==> src/hw/rtl/pgss_pkg.sv <==
package pgss_pkg;

  localparam int REG_COUNT = 8;
  localparam int ADDR_W = 5;
  localparam int DATA_W = 32;
  localparam int GEAR_W = 3;
  localparam int DRIVE_W = 5;

  localparam logic [2:0] REG_UP_TARGET = 3'd0;
  localparam logic [2:0] REG_DOWN_TARGET = 3'd1;
  localparam logic [2:0] REG_REST_TARGET = 3'd2;
  localparam logic [2:0] REG_NEUTRAL_TARGET = 3'd3;
  localparam logic [2:0] REG_HALF_DOWN_TARGET = 3'd4;
  localparam logic [2:0] REG_CLUTCH_HALF = 3'd5;
  localparam logic [2:0] REG_CLUTCH_RELEASE = 3'd6;
  localparam logic [2:0] REG_PADDLE_THRESHOLD = 3'd7;

  // Reset values, register 0 in the lowest word.
  localparam logic [REG_COUNT-1:0][DATA_W-1:0] REG_RESET = {
    32'd375, 32'd0, 32'd193, 32'd230, 32'd740, 32'd532, 32'd69, 32'd952
  };

  localparam logic [3:0] MODE_HOMING = 4'd0;
  localparam logic [3:0] MODE_IDLE = 4'd1;
  localparam logic [3:0] MODE_UP = 4'd2;
  localparam logic [3:0] MODE_DOWN = 4'd3;
  localparam logic [3:0] MODE_CHECK = 4'd4;
  localparam logic [3:0] MODE_NFIRST = 4'd5;
  localparam logic [3:0] MODE_NSECOND = 4'd6;
  localparam logic [3:0] MODE_NEUTRAL = 4'd7;
  localparam logic [3:0] MODE_PADDLE = 4'd8;

  localparam int D_SDRV = 0;
  localparam int D_SUP = 1;
  localparam int D_CDRV = 2;
  localparam int D_CREL = 3;
  localparam int D_SPARK = 4;

  localparam logic [GEAR_W-1:0] DISP_NEUTRAL = 3'd7;
  localparam logic [GEAR_W-1:0] DISP_MAX_GEAR = 3'd5;

  // Paddle target is (paddle - threshold) * 385 / 120, compared scaled by 120.
  localparam int PADDLE_GAIN = 385;
  localparam int CLUTCH_SCALE = 120;
  localparam int CAPTURE_BAND = 600;
  localparam int HOLD_BAND = 13800;

  typedef struct packed {
    logic [3:0] mode;
    logic [2:0] phase;
    logic [GEAR_W-1:0] gear_count;
    logic neutral_flag;
    logic last_was_neutral;
    logic deadband_hold;
    logic [GEAR_W-1:0] display_code;
    logic [DRIVE_W-1:0] drive;
  } state_t;

  function automatic logic [GEAR_W-1:0] show_gear(input logic [GEAR_W-1:0] g);
    show_gear = (g >= 3'd1 && g <= DISP_MAX_GEAR) ? g : 3'd0;
  endfunction

  function automatic logic [GEAR_W-1:0] gear_down(input logic [GEAR_W-1:0] g);
    gear_down = (g <= 3'd1) ? 3'd1 : g - 3'd1;
  endfunction

endpackage

==> src/hw/rtl/paddle_gear_shift_sequencer_core.sv <==
// Paddle gear-shift sequencer. Each input word is one sample tick (three
// buttons, paddle, shifter and clutch readings) and yields exactly one output
// word with the motor, spark-cut, gear and busy bits after that tick. A word
// passes through an input register and the sequencing logic into an output
// register, so one word is taken every cycle unless output backpressure
// stalls it. The eight position registers sit at byte addresses 0, 4, ... 28
// on the APB port and should be written only while no word is in flight.
module paddle_gear_shift_sequencer_core
  import pgss_pkg::*;
#(
  parameter int POSITION_BITS = 10,
  parameter int TOP_GEAR = 5
) (
  input  logic clk,
  input  logic rst,
  input  logic psel,
  input  logic penable,
  input  logic pwrite,
  input  logic [ADDR_W-1:0] paddr,
  input  logic [DATA_W-1:0] pwdata,
  output logic [DATA_W-1:0] prdata,
  output logic pready,
  input  logic in_valid,
  output logic in_ready,
  input  logic up_pressed,
  input  logic down_pressed,
  input  logic neutral_pressed,
  input  logic [POSITION_BITS-1:0] paddle_sample,
  input  logic [POSITION_BITS-1:0] shift_sample,
  input  logic [POSITION_BITS-1:0] clutch_sample,
  output logic out_valid,
  input  logic out_ready,
  output logic shift_drive,
  output logic shift_dir_up,
  output logic clutch_drive,
  output logic clutch_dir_release,
  output logic spark_cut,
  output logic [GEAR_W-1:0] gear_display,
  output logic [GEAR_W-1:0] gear_number,
  output logic busy_res
);

  logic [REG_COUNT-1:0][POSITION_BITS-1:0] regs;
  logic in_full;
  logic up_q, dn_q, nt_q;
  logic [POSITION_BITS-1:0] p_q, s_q, c_q;
  state_t st, st_next;
  logic advance;

  pgss_regs #(
    .POSITION_BITS(POSITION_BITS)
  ) u_regs (
    .clk(clk),
    .rst(rst),
    .psel(psel),
    .penable(penable),
    .pwrite(pwrite),
    .paddr(paddr),
    .pwdata(pwdata),
    .prdata(prdata),
    .pready(pready),
    .regs(regs)
  );

  pgss_step #(
    .POSITION_BITS(POSITION_BITS),
    .TOP_GEAR(TOP_GEAR)
  ) u_step (
    .st(st),
    .up(up_q),
    .dn(dn_q),
    .nt(nt_q),
    .p(p_q),
    .s(s_q),
    .c(c_q),
    .regs(regs),
    .st_next(st_next)
  );

  assign advance = in_full && (!out_valid || out_ready);
  assign in_ready = !in_full || advance;

  always_ff @(posedge clk) begin
    if (rst) begin
      in_full <= 1'b0;
    end else if (in_ready) begin
      in_full <= in_valid;
    end
  end

  always_ff @(posedge clk) begin
    if (in_valid && in_ready) begin
      up_q <= up_pressed;
      dn_q <= down_pressed;
      nt_q <= neutral_pressed;
      p_q <= paddle_sample;
      s_q <= shift_sample;
      c_q <= clutch_sample;
    end
  end

  always_ff @(posedge clk) begin
    if (rst) begin
      st.mode <= MODE_HOMING;
      st.phase <= 3'd0;
      st.gear_count <= 3'd1;
      st.neutral_flag <= 1'b0;
      st.last_was_neutral <= 1'b0;
      st.deadband_hold <= 1'b0;
      st.display_code <= 3'd1;
      st.drive <= '0;
    end else if (advance) begin
      st <= st_next;
    end
  end

  always_ff @(posedge clk) begin
    if (rst) begin
      out_valid <= 1'b0;
    end else if (advance) begin
      out_valid <= 1'b1;
    end else if (out_ready) begin
      out_valid <= 1'b0;
    end
  end

  always_ff @(posedge clk) begin
    if (advance) begin
      shift_drive <= st_next.drive[D_SDRV];
      shift_dir_up <= st_next.drive[D_SUP];
      clutch_drive <= st_next.drive[D_CDRV];
      clutch_dir_release <= st_next.drive[D_CREL];
      spark_cut <= st_next.drive[D_SPARK];
      gear_display <= st_next.display_code;
      gear_number <= st_next.gear_count;
      busy_res <= (st_next.mode != MODE_IDLE);
    end
  end

endmodule

==> src/hw/rtl/pgss_regs.sv <==
module pgss_regs
  import pgss_pkg::*;
#(
  parameter int POSITION_BITS = 10
) (
  input  logic clk,
  input  logic rst,
  input  logic psel,
  input  logic penable,
  input  logic pwrite,
  input  logic [ADDR_W-1:0] paddr,
  input  logic [DATA_W-1:0] pwdata,
  output logic [DATA_W-1:0] prdata,
  output logic pready,
  output logic [REG_COUNT-1:0][POSITION_BITS-1:0] regs
);

  logic [2:0] index;
  logic write_en;

  assign index = paddr[ADDR_W-1:2];
  assign pready = 1'b1;
  assign write_en = psel & penable & pwrite;
  assign prdata = DATA_W'(regs[index]);

  always_ff @(posedge clk) begin
    if (rst) begin
      for (int i = 0; i < REG_COUNT; i++) begin
        regs[i] <= REG_RESET[i][POSITION_BITS-1:0];
      end
    end else if (write_en) begin
      regs[index] <= pwdata[POSITION_BITS-1:0];
    end
  end

endmodule

==> src/hw/rtl/pgss_step.sv <==
module pgss_step
  import pgss_pkg::*;
#(
  parameter int POSITION_BITS = 10,
  parameter int TOP_GEAR = 5
) (
  input  state_t st,
  input  logic up,
  input  logic dn,
  input  logic nt,
  input  logic [POSITION_BITS-1:0] p,
  input  logic [POSITION_BITS-1:0] s,
  input  logic [POSITION_BITS-1:0] c,
  input  logic [REG_COUNT-1:0][POSITION_BITS-1:0] regs,
  output state_t st_next
);

  localparam int DW = POSITION_BITS + 11;
  localparam logic [GEAR_W-1:0] TOP = GEAR_W'(TOP_GEAR);

  logic [POSITION_BITS-1:0] up_t, down_t, rest_t, neutral_t, half_down_t;
  logic [POSITION_BITS-1:0] clutch_half_t, clutch_rel_t, threshold;
  logic signed [POSITION_BITS:0] diff;
  logic signed [DW-1:0] diff_ext, gain, scale, c_ext, t, cc, d;
  logic in_capture, in_hold, check_paddle, cond;
  logic [GEAR_W-1:0] gear_tmp;

  assign up_t = regs[REG_UP_TARGET];
  assign down_t = regs[REG_DOWN_TARGET];
  assign rest_t = regs[REG_REST_TARGET];
  assign neutral_t = regs[REG_NEUTRAL_TARGET];
  assign half_down_t = regs[REG_HALF_DOWN_TARGET];
  assign clutch_half_t = regs[REG_CLUTCH_HALF];
  assign clutch_rel_t = regs[REG_CLUTCH_RELEASE];
  assign threshold = regs[REG_PADDLE_THRESHOLD];

  assign diff = $signed({1'b0, p}) - $signed({1'b0, threshold});
  assign diff_ext = DW'(diff);
  assign gain = DW'(PADDLE_GAIN);
  assign scale = DW'(CLUTCH_SCALE);
  assign c_ext = $signed({{(DW - POSITION_BITS){1'b0}}, c});
  assign t = diff_ext * gain;
  assign cc = c_ext * scale;
  assign d = t - cc;
  assign in_capture = (d < DW'(CAPTURE_BAND)) && (d > -DW'(CAPTURE_BAND));
  assign in_hold = (d < DW'(HOLD_BAND)) && (d > -DW'(HOLD_BAND));

  always_comb begin
    st_next = st;
    check_paddle = 1'b0;
    cond = 1'b0;
    gear_tmp = st.gear_count;
    unique case (st.mode)
      MODE_HOMING: begin
        if (st.phase == 3'd0) begin
          if (s < rest_t) begin
            st_next.phase = 3'd1;
            st_next.drive[D_SUP] = 1'b1;
            st_next.drive[D_SDRV] = 1'b1;
          end else if (s > rest_t) begin
            st_next.phase = 3'd2;
            st_next.drive[D_SUP] = 1'b0;
            st_next.drive[D_SDRV] = 1'b1;
          end else begin
            st_next.display_code = show_gear(st.gear_count);
            st_next.mode = MODE_IDLE;
            st_next.phase = 3'd0;
          end
        end else begin
          cond = (st.phase == 3'd1) ? (s < rest_t) : (s > rest_t);
          if (cond) begin
            st_next.drive[D_SUP] = (st.phase == 3'd1);
            st_next.drive[D_SDRV] = 1'b1;
          end else begin
            st_next.drive[D_SDRV] = 1'b0;
            st_next.display_code = show_gear(st.gear_count);
            st_next.mode = MODE_IDLE;
            st_next.phase = 3'd0;
          end
        end
      end
      MODE_IDLE: begin
        if (up && st.gear_count < TOP) begin
          st_next.mode = MODE_UP;
        end else if (dn) begin
          st_next.mode = MODE_DOWN;
        end else if (nt && !st.last_was_neutral) begin
          st_next.mode = MODE_CHECK;
        end else if (p > threshold) begin
          st_next.mode = MODE_PADDLE;
          st_next.deadband_hold = 1'b0;
        end
        st_next.phase = 3'd0;
        st_next.last_was_neutral = 1'b0;
      end
      MODE_UP: begin
        if (st.phase == 3'd0) begin
          if (!up) begin
            st_next.display_code = show_gear(st.gear_count);
            if (st.neutral_flag) begin
              st_next.phase = 3'd1;
            end else begin
              st_next.phase = 3'd2;
              st_next.drive[D_SPARK] = 1'b1;
            end
          end
        end else if (st.phase == 3'd1) begin
          if (s < neutral_t) begin
            st_next.drive[D_SUP] = 1'b1;
            st_next.drive[D_SDRV] = 1'b1;
          end else begin
            st_next.drive[D_SDRV] = 1'b0;
            st_next.phase = 3'd3;
          end
        end else if (st.phase == 3'd2) begin
          if (s < up_t) begin
            st_next.drive[D_SUP] = 1'b1;
            st_next.drive[D_SDRV] = 1'b1;
          end else begin
            st_next.drive[D_SDRV] = 1'b0;
            st_next.drive[D_SPARK] = 1'b0;
            st_next.phase = 3'd3;
          end
        end else begin
          if (s > rest_t) begin
            st_next.drive[D_SUP] = 1'b0;
            st_next.drive[D_SDRV] = 1'b1;
          end else begin
            st_next.drive[D_SDRV] = 1'b0;
            st_next.neutral_flag = 1'b0;
            if (st.gear_count < TOP) begin
              gear_tmp = st.gear_count + 3'd1;
            end
            st_next.gear_count = gear_tmp;
            st_next.display_code = show_gear(gear_tmp);
            st_next.last_was_neutral = 1'b0;
            st_next.mode = MODE_IDLE;
            st_next.phase = 3'd0;
          end
        end
      end
      MODE_DOWN: begin
        if (st.phase == 3'd0) begin
          if (!dn) begin
            st_next.display_code = show_gear(st.gear_count);
            st_next.neutral_flag = 1'b0;
            st_next.phase = 3'd1;
          end
        end else if (st.phase == 3'd1) begin
          if (c < clutch_half_t) begin
            st_next.drive[D_CREL] = 1'b0;
            st_next.drive[D_CDRV] = 1'b1;
          end else begin
            st_next.drive[D_CDRV] = 1'b0;
            st_next.phase = 3'd2;
          end
        end else if (st.phase == 3'd2) begin
          if (s > down_t) begin
            st_next.drive[D_SUP] = 1'b0;
            st_next.drive[D_SDRV] = 1'b1;
          end else begin
            st_next.drive[D_SDRV] = 1'b0;
            st_next.phase = 3'd3;
          end
        end else if (st.phase == 3'd3) begin
          if (s < rest_t) begin
            st_next.drive[D_SUP] = 1'b1;
            st_next.drive[D_SDRV] = 1'b1;
          end else begin
            st_next.drive[D_SDRV] = 1'b0;
            st_next.phase = 3'd4;
          end
        end else begin
          st_next.drive[D_CREL] = 1'b1;
          st_next.drive[D_CDRV] = 1'b1;
          if (c <= clutch_rel_t) begin
            gear_tmp = gear_down(st.gear_count);
            st_next.gear_count = gear_tmp;
            st_next.display_code = show_gear(gear_tmp);
            st_next.mode = MODE_IDLE;
            st_next.phase = 3'd0;
          end
        end
      end
      MODE_CHECK: begin
        if (!nt) begin
          st_next.phase = 3'd0;
          if (st.gear_count == 3'd1) begin
            st_next.mode = MODE_NFIRST;
          end else if (st.gear_count == 3'd2) begin
            st_next.mode = MODE_NSECOND;
          end else begin
            st_next.mode = MODE_IDLE;
          end
        end
      end
      MODE_NFIRST: begin
        if (st.phase == 3'd0) begin
          if (st.neutral_flag) begin
            st_next.mode = MODE_NEUTRAL;
            st_next.phase = 3'd0;
          end else if (s < neutral_t) begin
            st_next.drive[D_SUP] = 1'b1;
            st_next.drive[D_SDRV] = 1'b1;
          end else begin
            st_next.drive[D_SDRV] = 1'b0;
            st_next.phase = 3'd1;
          end
        end else begin
          if (s > rest_t) begin
            st_next.drive[D_SUP] = 1'b0;
            st_next.drive[D_SDRV] = 1'b1;
          end else begin
            st_next.drive[D_SDRV] = 1'b0;
            st_next.neutral_flag = 1'b1;
            st_next.mode = MODE_NEUTRAL;
            st_next.phase = 3'd0;
          end
        end
      end
      MODE_NSECOND: begin
        if (st.phase == 3'd0) begin
          if (st.neutral_flag) begin
            st_next.gear_count = gear_down(st.gear_count);
            st_next.mode = MODE_NEUTRAL;
            st_next.phase = 3'd0;
          end else if (c < clutch_half_t) begin
            st_next.drive[D_CREL] = 1'b0;
            st_next.drive[D_CDRV] = 1'b1;
          end else begin
            st_next.drive[D_CDRV] = 1'b0;
            st_next.phase = 3'd1;
          end
        end else if (st.phase == 3'd1) begin
          if (s > half_down_t) begin
            st_next.drive[D_SUP] = 1'b0;
            st_next.drive[D_SDRV] = 1'b1;
          end else begin
            st_next.drive[D_SDRV] = 1'b0;
            st_next.phase = 3'd2;
          end
        end else if (st.phase == 3'd2) begin
          if (s < rest_t) begin
            st_next.drive[D_SUP] = 1'b1;
            st_next.drive[D_SDRV] = 1'b1;
          end else begin
            st_next.drive[D_SDRV] = 1'b0;
            st_next.phase = 3'd3;
          end
        end else begin
          st_next.drive[D_CREL] = 1'b1;
          st_next.drive[D_CDRV] = 1'b1;
          if (c <= clutch_rel_t) begin
            st_next.gear_count = gear_down(st.gear_count);
            st_next.neutral_flag = 1'b1;
            st_next.mode = MODE_NEUTRAL;
            st_next.phase = 3'd0;
          end
        end
      end
      MODE_NEUTRAL: begin
        st_next.neutral_flag = 1'b1;
        st_next.display_code = DISP_NEUTRAL;
        st_next.last_was_neutral = 1'b1;
        st_next.mode = MODE_IDLE;
        st_next.phase = 3'd0;
      end
      MODE_PADDLE: begin
        if (st.deadband_hold) begin
          if (in_hold) begin
            st_next.drive[D_CDRV] = 1'b0;
          end else begin
            st_next.deadband_hold = 1'b0;
            check_paddle = 1'b1;
          end
        end else if (d == '0) begin
          st_next.mode = MODE_IDLE;
          st_next.phase = 3'd0;
        end else if (in_capture) begin
          st_next.drive[D_CDRV] = 1'b0;
          st_next.deadband_hold = 1'b1;
        end else begin
          st_next.drive[D_CREL] = d[DW-1];
          st_next.drive[D_CDRV] = 1'b1;
          check_paddle = 1'b1;
        end
        if (check_paddle && p < threshold) begin
          st_next.drive[D_CDRV] = 1'b1;
          st_next.mode = MODE_IDLE;
          st_next.phase = 3'd0;
        end
      end
      default: begin
        st_next.mode = MODE_IDLE;
        st_next.phase = 3'd0;
      end
    endcase
  end

endmodule

==> config.mk <==
export PLATFORM = sky130hd
export DESIGN_NAME = paddle_gear_shift_sequencer_core
export DESIGN_NICKNAME = d
export VERILOG_FILES = /design/src/hw/rtl/pgss_pkg.sv /design/src/hw/rtl/paddle_gear_shift_sequencer_core.sv /design/src/hw/rtl/pgss_regs.sv /design/src/hw/rtl/pgss_step.sv
export SDC_FILE = /design/constraint.sdc
export NUM_CORES = 1
export LEC_CHECK = 0
export ABC_AREA = 1
export BUFFER_PORTS_ARGS = -buffer_cell sky130_fd_sc_hd__buf_2
export CAP_MARGIN = 0
export CORE_UTILIZATION = 50
export DETAILED_ROUTE_END_ITERATION = 10
export HOLD_SLACK_MARGIN = 0.06
export PLACE_DENSITY = 0.77
export SYNTH_ARGS = -nofsm -noshare
export SYNTH_HDL_FRONTEND = slang
export SYNTH_SLANG_ARGS = --single-unit
==> constraint.sdc <==
create_clock -name clk -period 6.9 [get_ports clk]
set_input_delay 1.38 -clock clk [delete_from_list [all_inputs] [get_ports clk]]
set_output_delay 1.38 -clock clk [all_outputs]
set_load 0.05 [all_outputs]
==> impl_metrics.py <==
metrics = {
    "run_status": {
        "status": "finished with violations",
        "violations": "negative setup slack",
    },
    "die": {
        "die_area_um2": 25800,
        "die_width_um": 161,
        "chipHeight_um": 161,
        "num_rows": 57,
        "io_pins": 124,
        "start_util": 0.514,
        "core-area_um2": 24500,
    },
    "critical_path": {
        "crit_path_end_kind": "flip-flop",
        "crit_start": "c_q[2]",
        "required_ns": 7.07,
        "crit_arrival_ns": 7.34,
        "worstPathMaxFanout": 5,
        "worst_setup_path_start_kind": "flip-flop",
        "crit_slowest_cell": "fa_1",
        "cp_slowest_stage_delay_ns": 0.55,
        "worstSetupPathType": "reg -> reg",
        "r2r-start": "c_q[2]",
    },
    "cells_and_area": {
        "area_growth_pct": 17.1,
        "diodes": 0,
        "final_net_count": 2053,
        "final_layout_size_suffix_gt1_frac": 0.177,
    },
    "timing": {
        "post-route-min-period_ns": 7.18,
        "finalCritPeriodShare": 1.04,
        "setup_viol": 11,
        "skew_ns": 0.0196,
        "final.setup.worst_slack_ns": -0.276,
        "relSlewSlack": 0.0946,
        "finalHoldViolations": 0,
        "fmax_mhz": 139,
        "rsz0062_at_grt": "yes",
        "slew_violations": 0,
        "whs_ns": 0.481,
        "tightestPinTransition_ns": 1.35,
    },
    "synthesis": {
        "synth_commonest_cells": "287 x inv_1, 215 x nand2_1, 162 x a21oi_1",
        "synth-compound-area-share": 0.204,
        "synth_edf_count": 45,
        "yosys.area_share.simple": 0.177,
        "synthArstFlopShare": 0,
        "synth_area_leader_cell": "dfxtp_1",
        "synth.avg_cell_area_um2": 7.63,
        "synth_top_family_by_area": "adder cells",
        "synthFlopType": "dfxtp_1",
        "synth_top_area_frac": 0.164,
        "synthXorXnorAreaFrac": 0.0173,
        "synth.most_common_cell": "inv_1",
        "synth_area_leaders": "dfxtp_1 16%, ha_1 16%, edfxtp_1 11%",
        "synthMuxAreaShare": 0,
        "synth_area_um2": 12600,
        "synth_seq_cells": 148,
        "synth_cell_types": 60,
        "yosys_warnings": 0,
        "synthCells": 1651,
        "synthAdderAreaFrac": 0.217,
        "ys_seq_area_frac": 0.271,
    },
    "min_path": {
        "min_from": "st[9]",
        "worstHoldPathType": "reg -> reg",
    },
    "global_routing": {
        "antenna_found_initial": 0,
        "grt_pass1_wl_um": 56600,
        "grt_pass1_vias": 11390,
        "grt_max_degree": 60,
        "grt-ovfl-total": 0,
        "grt_use_total": 0.274,
    },
    "detailed_routing": {
        "drtAntennaViolNets": 0,
        "dr.first_iter.drc_count": 1058,
        "drt_wl_total_um": 35800,
        "avgRoutedWirePerCell_um": 16.9,
        "dr.pass1.iters": 6,
        "viasPerCell": 5.67,
        "vias": 12013,
        "drcViolationCount": 0,
    },
    "cts": {
        "clk_pin_slew_ns": 0.07,
        "insertion_delay_ns": 0.44,
        "htree_num_levels": 4,
        "clock_path_buffers": 2,
        "ctsRootBufferMaster": "clkbuf_16",
        "numCtsBuffers": 17,
        "cts_tree": "done",
        "cts_sinks": 148,
        "cts_hold_buf": 0,
    },
    "run": {
        "max-cap-violations": 0,
    },
    "placement": {
        "gp_congestion": 0.968,
        "io_buffers": 76,
        "hpwl_um": 26900,
    },
}
==> registers in the layout, indices dropped and copies added (netlist names), 3 cells and up <==
name	count
u_regs.regs	80
c_q	10
p_q	10
s_q	10
st	21
gear_display	3
gear_number	3
==> final timing paths <==
check | endpoint | slack, ns | depth (start not counted)
setup / recovery | busy_res | -0.28 | 39
hold / removal | st[9] | 0.48 | 2
setup reg to reg | busy_res | -0.28 | 39
hold reg to reg | st[9] | 0.48 | 2
==> logic make-up (layout without fill, tap and decap cells) <==
family	Yosys count	in the layout
adder cells (fa/ha/maj)	196	196
AO/OA/AOI/OAI	438	438
flip-flops	148	148
XOR/XNOR	24	24
buffers and inverters	356	477
AND/OR/NAND/NOR	487	487
other	2	23
==> layout make-up <==
class | instances | area (um2)
Fill cell | 2151 | 9780
Multi-Input combinational cell | 1168 | 8340
Sequential cell | 148 | 3410
Inverter | 301 | 1130
Timing Repair Buffer | 144 | 895
Clock buffer | 18 | 429
Tap cell | 324 | 405
Clock inverter | 14 | 141
==> cell usage in the layout (no fill, tap or decap), types with 11 or more instances in the layout <==
cell,instances
inv_1,281
nand2_1,196
a21oi_1,151
ha_1,140
o21ai_0,126
dfxtp_1,103
nor2_1,101
buf_2,76
buf_4,67
nand3_1,50
edfxtp_1,45
fa_1,37
nand2_2,30
o211ai_1,27
nor3_1,25
conb_1,23
o2111ai_1,19
nand4_1,18
nand3_2,18
clkbuf_16,17
ha_4,16
inv_2,13
nor2_2,12
o22ai_1,12
o21ai_1,12
a22oi_1,12
a21oi_2,12
xor2_1,11
a221oi_1,11
==> critical path: cells and delay by family (launching register included) <==
kind / cells / cell delay (ns)
fa+ha+maj: 9 / 3.35
simple gates: 16 / 1.26
compound gates: 9 / 1.24
flops: 1 / 0.47
buf+inv: 4 / 0.36
xor+xnor: 1 / 0.18
==> layer usage <==
metal,up-vias,GRT usage,part of all wire,routed length [um]
li1,5828,-,-,-
met1,5556,0.370,0.43,15500
met2,525,0.440,0.46,16400
met3,104,0.0403,0.073,2600
met4,0,0.111,0.037,1330
met5,-,0,0,0
==> metrics by stage <==
stage / TNS, ns / std cells / cell area, um2 / util / worst slack, ns
after floorplan: 0 / 1672 / 12700 / - / 0.00422
after global placement: -2.91 / 2071 / 13600 / 0.555 / -0.316
after detailed placement: -4.09 / 2071 / 13600 / 0.555 / -0.436
after CTS: -1.76 / 2110 / 14500 / 0.589 / -0.213
after global routing: -6.34 / 2117 / 14800 / 0.601 / -0.627
final: -2.50 / 2117 / 14800 / 0.601 / -0.276
==> timing repair <==
item | in CTS | in global routing
pin swaps | 28 | 64
buffers inserted | 7 | 7
setup endpoints to repair | 11 | 11
gates resized for setup | 43 | 57
Power is not shown: default switching activity piles up to over one toggle a cycle in this logic, so the estimate is an artifact.
